File: config.mk
export PLATFORM = sky130hd
export DESIGN_NAME = ilt_controller
export DESIGN_NICKNAME = d
export VERILOG_FILES = /design/src/hdl/ilt_pkg.sv /design/src/hdl/ilt_controller.sv
export SDC_FILE = /design/constraint.sdc
export NUM_CORES = 1
export LEC_CHECK = 0
export BUFFER_PORTS_ARGS = -buffer_cell sky130_fd_sc_hd__buf_2
export CORE_AREA = 4 4 41 43
export DETAILED_ROUTE_END_ITERATION = 10
export DIE_AREA = 0 0 45 47
export PLACE_DENSITY_LB_ADDON = 0.1
export RECOVER_POWER = 100
export SLEW_MARGIN = 20
export SYNTH_ARGS = -nofsm -noshare
export SYNTH_HDL_FRONTEND = slang
export SYNTH_SLANG_ARGS = --single-unit
File: constraint.sdc
create_clock -name clk -period 2.6 [get_ports clk]
set_clock_uncertainty 0.05 [all_clocks]
set_input_delay 0.52 -clock clk [delete_from_list [all_inputs] [get_ports clk]]
set_output_delay 0.52 -clock clk [all_outputs]
set_load 0.03 [all_outputs]
File: src/hdl/ilt_pkg.sv
`timescale 1ns / 1ps

package ilt_pkg;

    localparam int POS_W  = 11;
    localparam int DATA_W = 32;
    localparam int CMD_W  = 3;
    localparam int STAT_W = 2;

    localparam logic [CMD_W-1:0] CMD_GET    = 3'd0;
    localparam logic [CMD_W-1:0] CMD_LOCATE = 3'd1;
    localparam logic [CMD_W-1:0] CMD_PRIOR  = 3'd2;
    localparam logic [CMD_W-1:0] CMD_NEXT   = 3'd3;
    localparam logic [CMD_W-1:0] CMD_INSERT = 3'd4;
    localparam logic [CMD_W-1:0] CMD_DELETE = 3'd5;

    localparam logic [STAT_W-1:0] ST_OK       = 2'd0;
    localparam logic [STAT_W-1:0] ST_BADPOS   = 2'd1;
    localparam logic [STAT_W-1:0] ST_FULL     = 2'd2;
    localparam logic [STAT_W-1:0] ST_NOTFOUND = 2'd3;

    typedef struct packed {
        logic [CMD_W-1:0]         command;
        logic [POS_W-1:0]         position;
        logic signed [DATA_W-1:0] value;
    } ilt_in_t;

    typedef struct packed {
        logic [STAT_W-1:0]        status;
        logic [POS_W-1:0]         found_position;
        logic signed [DATA_W-1:0] read_value;
        logic [POS_W-1:0]         count;
    } ilt_out_t;

    // Commands from the controller to the datapath.
    typedef struct packed {
        logic load;
        logic setup;
        logic step;
        logic put;
        logic finish;
    } ilt_ctl_t;

    // Status from the datapath back to the controller.
    typedef struct packed {
        logic run_done;
        logic put_ok;
        logic out_free;
    } ilt_sts_t;

endpackage

File: src/hdl/ilt_controller.sv
`timescale 1ns / 1ps

module ilt_controller (
    input  logic             clk,
    input  logic             rst_n,
    input  logic             in_valid,
    output logic             in_stall,
    output ilt_pkg::ilt_ctl_t ctl,
    input  ilt_pkg::ilt_sts_t sts
);

    import ilt_pkg::*;

    localparam logic [2:0] S_IDLE   = 3'd0;
    localparam logic [2:0] S_CHECK  = 3'd1;
    localparam logic [2:0] S_RUN    = 3'd2;
    localparam logic [2:0] S_PUT    = 3'd3;
    localparam logic [2:0] S_RESULT = 3'd4;

    logic [2:0] state_reg, state_next;

    always_comb
    begin
        state_next = state_reg;
        ctl        = '0;
        unique case (state_reg)
            S_IDLE:
            begin
                if (in_valid)
                begin
                    ctl.load   = 1'b1;
                    state_next = S_CHECK;
                end
            end
            S_CHECK:
            begin
                ctl.setup  = 1'b1;
                state_next = S_RUN;
            end
            S_RUN:
            begin
                ctl.step = 1'b1;
                if (sts.run_done)
                begin
                    state_next = sts.put_ok ? S_PUT : S_RESULT;
                end
            end
            S_PUT:
            begin
                ctl.put    = 1'b1;
                state_next = S_RESULT;
            end
            S_RESULT:
            begin
                if (sts.out_free)
                begin
                    ctl.finish = 1'b1;
                    state_next = S_IDLE;
                end
            end
            default:
            begin
                state_next = S_IDLE;
            end
        endcase
    end

    always_ff @(posedge clk or negedge rst_n)
    begin
        if (!rst_n)
        begin
            state_reg <= S_IDLE;
        end
        else
        begin
            state_reg <= state_next;
        end
    end

    assign in_stall = (state_reg != S_IDLE);

    a_accept_check: assert property (@(posedge clk) disable iff (!rst_n)
        (in_valid && !in_stall) |=> (state_reg == S_CHECK))
        else $error("accepted transaction not checked");

    a_put_legal: assert property (@(posedge clk) disable iff (!rst_n)
        (state_reg == S_PUT) |-> sts.put_ok)
        else $error("value written for a refused insert");

    a_run_holds: assert property (@(posedge clk) disable iff (!rst_n)
        (state_reg == S_RUN && !sts.run_done) |=> (state_reg == S_RUN))
        else $error("walk left before completion");

endmodule

Yosys cells after proc, flatten, opt, wreduce, memory -nomap -nowiden
Cells that the tools add are included.
{"block": "totals", "register_bits": 3, "inputBits": 6, "elab_cells": 23}
{"block": "classes", "n_eq_ne": 7, "muxes": 12, "n_reduce_logical": 3}
{"op": "one-hot mux 3 bit (5 select lines)", "count": 1}
{"op": "two-way mux 3 bit", "count": 4}
{"op": "two-way mux 1 bit", "count": 7}
{"op": "== test 3 x 2 -> 1 bit, second input constant", "count": 2}
{"op": "!= test 2 bit, second input constant", "count": 3}
{"op": "== test 3 x 1 -> 1 bit, second input constant", "count": 1}
{"op": "== test 3 bit, second input constant", "count": 1}
{"op": "zero test 3 bit", "count": 1}
{"op": "AND reduction 3 bit", "count": 1}
{"op": "nonzero test 3 bit", "count": 1}

Depth between registers and ports, before layout
Gate-level depths: netlist of the first run.
{"block": "logic_depth", "depth_word": 3, "mapped_depth": 3, "depth_no_buf": 3}

Worst setup path before layout of the first run
OpenSTA, ideal clock, no wires.
{"block": "synth_timing", "path_kind": "reg2out", "start": "register state_reg[2]", "end": "output ctl[4] in the netlist's numbering", "t_arrival_ns": 1.526, "required_time_ns": 2.030, "setup_slack_ns": 0.504, "path_stages_with_launch": 2, "path_cell_list": "dfrtp_1 > nor4b_1"}
{"item": "from (decl)", "line_no": "ilt_controller.sv:20", "rtl": "logic [2:0] state_reg, state_next;"}
{"item": "from (signal assigned)", "line_no": "ilt_controller.sv:76", "rtl": "state_reg <= state_next;"}
{"item": "to (decl)", "line_no": "ilt_controller.sv:8", "rtl": "output ilt_pkg::ilt_ctl_t ctl,"}

==> results.toml, run 1 <==
[status]
status = "finished clean"

[grt]
grt_util_all_layers_pct = 5.07
grt.overflow.total = 0
grt_pass1_vias = 185
grt_pass1_wl_um = 690
grt_max_degree = 9
antenna_found_initial = 0

[logic_synthesis]
synth_top_family_by_area = "simple AND/OR/NAND/NOR gates"
synthAdderAreaFrac_pct = 0
avgSynthCellArea_sq_um = 8.95
synthXorXnorAreaFrac_pct = 0
synth_warnings = 0
syn_nets = 26
synth-simple-area-share_pct = 36.4
synth_area_sq_um = 179
synth_top_cell_area_share_pct = 42.0
yosysTopAreaCell = "dfrtp_1"
syn_inst = 20
synth_compound_area_share_pct = 15.4
synth_area_leaders = "dfrtp_1 42%, and3_2 8.4%, and3_4 6.3%, a21oi_1 5.6%, nor3_1 5.6%"
synth_cell_types = 14
yosysSeqAreaShare_pct = 42.0
synth.area.mux_share_pct = 0
ys_ff_latch = 3

[routing]
dr.pass1.iters = 2
ant_nets = 0
avgRoutedWirePerCell_um = 10.3
wl_um = 515
first_iter_violations = 1
vias_per_cell = 4.04
via_count = 202
drc = 0

[place]
place_inst = 46
dpl_cell_area_sq_um = 253
place.detailed.hpwl_um = 402
pre_cts_ws_ns = 0.986
gp_congestion = 0.583
port_buffers = 11

[pwr]
irDropWorstVdd_uv = 394
p_leak_nw = 0.127
p_per_area_mw_per_mm2 = 1460

[clock_network]
clockBufferDepth = 2
h-tree-depth = 1
post_cts_resize_count = 0
cts_buffers = 3
post_cts_buffers = 0
cts_hold_buf = 0
cts_tree = "yes"
cts_sinks = 3
path_clk_slew_ns = 0.04
clock_latency_ns = 0.23
cts_root_buf = "clkbuf_4"

[setup_path]
r2r_cells = 3
path_max_fanout = 8
cp.arrival_ns = 1.33
crit_type = "flop to primary output"
cpMaxStageDelayCell = "dfrtp_1"
r2r_slack_ns = 1.50
path_buf_inv = 1
startpoint_type = "flop"
r2r-end = "state_reg[1]"
cp_num_cells = 2
r2r-start = "state_reg[1]"
required_ns = 2.03
slowest_delay_ns = 0.45
crit_path_cell_trace = "nor4b_1 -> clkbuf_1"
critPathTopFamily = "flip-flops"
cp-end-kind = "primary output"

[floorplanning]
row_count = 13
dieArea_sq_mm = 0.00212
die_x_um = 45
initial_core_util_pct = 13.8
pin_count = 12
die_h_um = 47
core_area_sq_mm = 0.00130

[sta]
period_minus_slack_ns = 1.90
tns_ns = 0
setup_slack_ns = 0.697
max_freq_ghz = 0.525
min_period_over_period_pct = 73.2
slew_headroom_pct = 75.5
rsz0062_at_grt = "false"
worst_slew_pin_slew_ns = 0.369
report.final.slew_viol_count = 0
setup_viol = 0
hold_viol_final = 0

[cells_and_area]
largest_reg_flops = 3
final_cells = 50
fill_cells = 166
syn2layout_area_growth_pct = 48.3
drive_gt1_share_pct = 28.6
finalNetCount = 42
finalInstanceArea_sq_um = 265
diodes = 0

[run]
drv_cap = 0

[min_path]
hold_path_class = "input pin to asynchronous set/reset pin"
cell families (layout without fill, tap and decap cells):
group,after synthesis,after routing
simple gates,10,10
compound gates,4,4
flops,3,3
buf+inv,3,18
layer usage:
metal  part of all wire (%)  GRT usage (%)  wire (um)  up-vias
met3                     11           1.53         56        2
met5                      0              0          0        -
met2                     49           7.91        252        8
met1                     37           4.59        188       89
li1                       -              -          -      103
met4                    3.7           7.02         19        0
placed cells by master (no fill, tap or decap):
| cell | count |
|---|---|
| clkbuf_1 | 8 |
| nor2_1 | 1 |
| inv_2 | 1 |
| and3_1 | 2 |
| or3_1 | 1 |
| a21oi_1 | 2 |
| dfrtp_1 | 3 |
| clkbuf_4 | 3 |
| nand2_1 | 1 |
| o32ai_1 | 1 |
| and3_2 | 2 |
| buf_2 | 4 |
| nor3_1 | 2 |
| inv_1 | 2 |
| a31o_1 | 1 |
| nor4b_1 | 1 |
per-stage QoR:
step | total power [mW] | hold WS (ns) | util [%]
detailed placement | 0.330 | 0.267 | 19.4
finish | 0.387 | 0.0349 | 20.4
global route | 0.421 | 0.0442 | 20.4
CTS | 0.417 | 0.0143 | 21.4
floorplan | 0.265 | 0.174 | -
global placement | 0.330 | 0.266 | 19.4
report_power, final:
part / internal [mW] / leakage (nW) / switching [mW]
combinational: 0.0591 / 0.0730 / 0.139
clock: 0.0575 / 0.0150 / 0.0244
sequential: 0.0683 / 0.0390 / 0.0386
total: 0.185 / 0.127 / 0.202
cell usage after synthesis (all sizes together):
cell	n
a21oi	2
a31o	1
and3	4
dfrtp	3
inv	3
nand2	1
nor2	1
nor3	2
nor4b	1
o32ai	1
or3	1
area by class of cell:
cell class	instances	area [sq um]	area share, %
Inverter	3	11.3	4.25
Timing Repair Buffer	11	46.3	17.5
Clock buffer	4	26.3	9.91
Multi-Input combinational cell	14	87.6	33.0
Tap cell	15	18.8	7.08
Sequential cell	3	75.1	28.3
how the worst max path moves through the flow:
stage	start	endpoint	slack (ns)
2_1_floorplan	in_valid	ctl[4]	0.50
3_3_place_gp	in_valid	ctl[4]	0.98
3_5_place_dp	in_valid	ctl[4]	0.99
4_1_cts	state_reg[2]	in_stall	0.77
5_1_grt	state_reg[2]	ctl[4]	0.60
6_report	state_reg[2]	ctl[4]	0.70
(Power assumes the default switching activity.)
==> run 2: changes to the inputs <==
==> constraint.sdc (replaced) <==
create_clock -name clk -period 1.8 [get_ports clk]
set_clock_uncertainty 0.05 [all_clocks]
set_input_delay 0.36 -clock clk [delete_from_list [all_inputs] [get_ports clk]]
set_output_delay 0.36 -clock clk [all_outputs]
set_load 0.03 [all_outputs]
==> results.toml, run 2 (synthesis gave the netlist of run 1 again) <==
[min_path]
hold_path_class = "input pin to flop"

[routing]
via_count = 201
route.met3.wl_um = 39
highest_layer = "met3"
avgRoutedWirePerCell_um = 10.3
wl_um = 527
wl_met1_um = 249
first_iter_violations = 0
vias_per_cell = 3.94
drc = 0
ant_nets = 0
wl_met2_um = 238
dr.pass1.iters = 1

[sta]
period_minus_slack_ns = 1.66
rsz0062_at_grt = "false"
setup_viol = 0
hold_ws_ns = 0.279
tns_ns = 0
setup_slack_ns = 0.137
max_freq_ghz = 0.601
min_period_over_period_pct = 92.4
slew_headroom_pct = 76.0
worst_slew_pin_slew_ns = 0.361
hold_viol_final = 0
report.final.slew_viol_count = 0

[cells_and_area]
multiInputGateArea_sq_um = 93.8
fill_cells = 160
drive_gt1_share_pct = 44.4
final_util_pct = 22.1
final_cell_mix = "5 x clkbuf_2, 4 x buf_2, 3 x clkbuf_4, 3 x clkbuf_1, 3 x dfrtp_1"
final_common_cell = "clkbuf_2"
largest_reg_flops = 3
finalInstanceArea_sq_um = 288
diodes = 0
final_cells = 51
seqCellArea_sq_um = 75.1
syn2layout_area_growth_pct = 60.8
finalNetCount = 43

[grt]
grt_pass1_vias = 223
antenna_found_initial = 0
grt_util_all_layers_pct = 5.78
grt_pass1_wl_um = 848
grt_max_degree = 9
grt.overflow.total = 0

[floorplanning]
dieArea_sq_mm = 0.00212
die_h_um = 47
initial_core_util_pct = 13.8
row_count = 13
die_x_um = 45
core_area_sq_mm = 0.00130
pin_count = 12

[run]
drv_cap = 0

[clock_network]
cts_tree = "yes"
cts_sinks = 3
clock_latency_ns = 0.23
cts_root_buf = "clkbuf_4"
post_cts_buffers = 0
cts_buffers = 3
clockBufferDepth = 2
path_clk_slew_ns = 0.04
h-tree-depth = 1
post_cts_resize_count = 0

[setup_path]
cp.arrival_ns = 1.25
crit_type = "flop to primary output"
startpoint_type = "flop"
r2r_cells = 3
path_max_fanout = 8
cp-startpoint = "state_reg[2]"
required_ns = 1.39
crit_end = "in_stall"
cp-end-kind = "primary output"
r2r-end = "state_reg[1]"
r2r_slack_ns = 0.70
r2r-start = "state_reg[1]"

[pwr]
fin_total_pwr_uw = 582
p_per_area_mw_per_mm2 = 2020
irDropWorstVdd_uv = 564
p_leak_nw = 0.149

[place]
place.detailed.hpwl_um = 414
place_inst = 46
pre_cts_ws_ns = 0.390
port_buffers = 11
dpl_cell_area_sq_um = 259
gp_congestion = 0.672

[status]
status = "finished clean"
==> run 2: how the worst min path moves through the flow <==
stage            from  slack [ns]           end  cells past startpoint
2_1_floorplan   rst_n        0.01  state_reg[0]                      0
3_3_place_gp    rst_n        0.11  state_reg[1]                      1
3_5_place_dp    rst_n        0.11  state_reg[1]                      1
4_1_cts        sts[0]        0.27  state_reg[2]                      2
5_1_grt        sts[0]        0.28  state_reg[2]                      2
6_report       sts[0]        0.28  state_reg[2]                      2
==> run 2: area by class of cell <==
cell class	count	share of cell area [%]
Sequential cell	3	26.1
Inverter	3	3.91
Timing Repair Buffer	12	21.7
Tap cell	15	6.52
Clock buffer	4	9.13
Multi-Input combinational cell	14	32.6
==> run 2: worst max-delay path, stage by stage (launching register included) <==
cell      delay (ns)
dfrtp_1         0.45
or3_1           0.39
clkbuf_2        0.19
==> run 2: routing by layer <==
metal / vias up / global-route usage [%]
li1: 104 / -
met1: 90 / 6.19
met2: 7 / 8.47
met3: 0 / 1.53
met4: 0 / 7.02
met5: - / 0
==> run 2: power by group <==
part	internal, mW	leakage [nW]	switching [mW]
Combinational	0.104	0.0955	0.202
Clock	0.0830	0.0150	0.0332
Sequential	0.0985	0.0390	0.0605
==> run 2: repair_timing <==
item                                    in CTS  in global routing
endpoints found under the setup margin       0                  0
hold endpoints to repair                     3                  0
hold buffers                                 1                  0
==> run 3: changes to the inputs <==
==> constraint.sdc (replaced) <==
create_clock -name clk -period 1.8 [get_ports clk]
set_clock_uncertainty 0.05 [all_clocks]
set_input_delay 0.18 -clock clk [delete_from_list [all_inputs] [get_ports clk]]
set_output_delay 0.18 -clock clk [all_outputs]
set_load 0.03 [all_outputs]
==> results.toml, run 3 (synthesis gave the netlist of run 1 again) <==
[status]
status = "finished clean"

[setup_path]
path_max_fanout = 7
cp.arrival_ns = 1.32
crit_type = "flop to primary output"
required_ns = 1.57
startpoint_type = "flop"
cp-end-kind = "primary output"
r2r_cells = 3

[pwr]
irDropWorstVdd_uv = 470
p_per_area_mw_per_mm2 = 2050
p_leak_nw = 0.133

[sta]
period_minus_slack_ns = 1.55
setup_viol = 0
setup_slack_ns = 0.250
tns_ns = 0
slew_headroom_pct = 74.4
max_freq_ghz = 0.645
worst_slew_pin_slew_ns = 0.385
report.final.slew_viol_count = 0
rsz0062_at_grt = "false"
min_period_over_period_pct = 86.1
hold_viol_final = 0
hold_ws_ns = 0.0963

[routing]
vias_per_cell = 3.90
ant_nets = 0
via_count = 199
dr.pass1.iters = 3
wl_um = 537
first_iter_violations = 8
drc = 0
avgRoutedWirePerCell_um = 10.5

[grt]
grt_pass1_vias = 201
grt_pass1_wl_um = 834
grt.overflow.total = 0
antenna_found_initial = 0
grt_util_all_layers_pct = 5.62
grt_max_degree = 9

[clock_network]
clock_latency_ns = 0.23
post_cts_buffers = 0
path_clk_slew_ns = 0.04
post_cts_resize_count = 0
cts_buffers = 3
h-tree-depth = 1
cts_tree = "yes"
clockBufferDepth = 2
cts_root_buf = "clkbuf_4"
cts_sinks = 3

[place]
pre_cts_ws_ns = 0.544
place.detailed.hpwl_um = 421
place_inst = 46
port_buffers = 11
gp_congestion = 0.624

[cells_and_area]
drive_gt1_share_pct = 33.3
final_util_pct = 21.6
final_common_cell = "clkbuf_1"
final_cell_mix = "7 x clkbuf_1, 4 x buf_2, 3 x clkbuf_4, 3 x dfrtp_1"
syn2layout_area_growth_pct = 57.3
finalNetCount = 43
final_cells = 51
largest_reg_flops = 3
diodes = 0
fill_cells = 165

[floorplanning]
pin_count = 12
die_x_um = 45
core_area_sq_mm = 0.00130
dieArea_sq_mm = 0.00212
initial_core_util_pct = 13.8
row_count = 13
die_h_um = 47

[run]
drv_cap = 0

[min_path]
whs_path_depth = 2
hold_path_class = "input pin to flop"
==> run 3: stage by stage <==
stage	instance area, sq um	total power, mW
2_1_floorplan	179	0.383
3_3_place_gp	253	0.479
3_5_place_dp	253	0.477
4_1_cts	289	0.603
5_1_grt	282	0.622
6_report	282	0.577
==> run 3: worst paths after layout <==
path / slack (ns) / start / to
max: 0.25 / state_reg[1] / ctl[3]
min: 0.1 / sts[0] / state_reg[2]
max reg2reg: 0.70 / state_reg[1] / state_reg[1]
min reg2reg: 0.53 / state_reg[0] / state_reg[0]
max in group asynchronous: 1.32 / rst_n / state_reg[1]
min in group asynchronous: 0.23 / rst_n / state_reg[0]
==> run 3: power by group <==
| part | total, mW | switching, mW | internal (mW) |
|---|---|---|---|
| combinational | 0.304 | 0.206 | 0.0983 |
| sequential | 0.156 | 0.0576 | 0.0986 |
| clock | 0.116 | 0.0334 | 0.0830 |
==> run 3: cell type report <==
| cell class | instances | area [sq um] | share of cell area (%) |
|---|---|---|---|
| Multi-Input combinational cell | 14 | 92.6 | 32.9 |
| Sequential cell | 3 | 75.1 | 26.7 |
| Timing Repair Buffer | 12 | 57.6 | 20.4 |
| Clock buffer | 4 | 26.3 | 9.33 |
| Tap cell | 15 | 18.8 | 6.67 |
| Inverter | 3 | 11.3 | 4.00 |
==> run 3: metal layers <==
metal	global-route usage, %	vias up	wire, um
met2	9.04	6	269
met5	0	-	0
met1	6.16	88	244
met3	1.15	0	23
li1	-	105	-
met4	5.26	0	0
==> run 3: critical path, cell delays in order (launching register included) <==
cell	delay (ns)
dfrtp_1	0.43
inv_1	0.15
and3_4	0.20
clkbuf_1	0.32
==> run 3: what timing repair did <==
action,CTS,global route
endpoints found under the setup margin,0,0
endpoints found under the hold margin,3,0
hold buffers,1,0
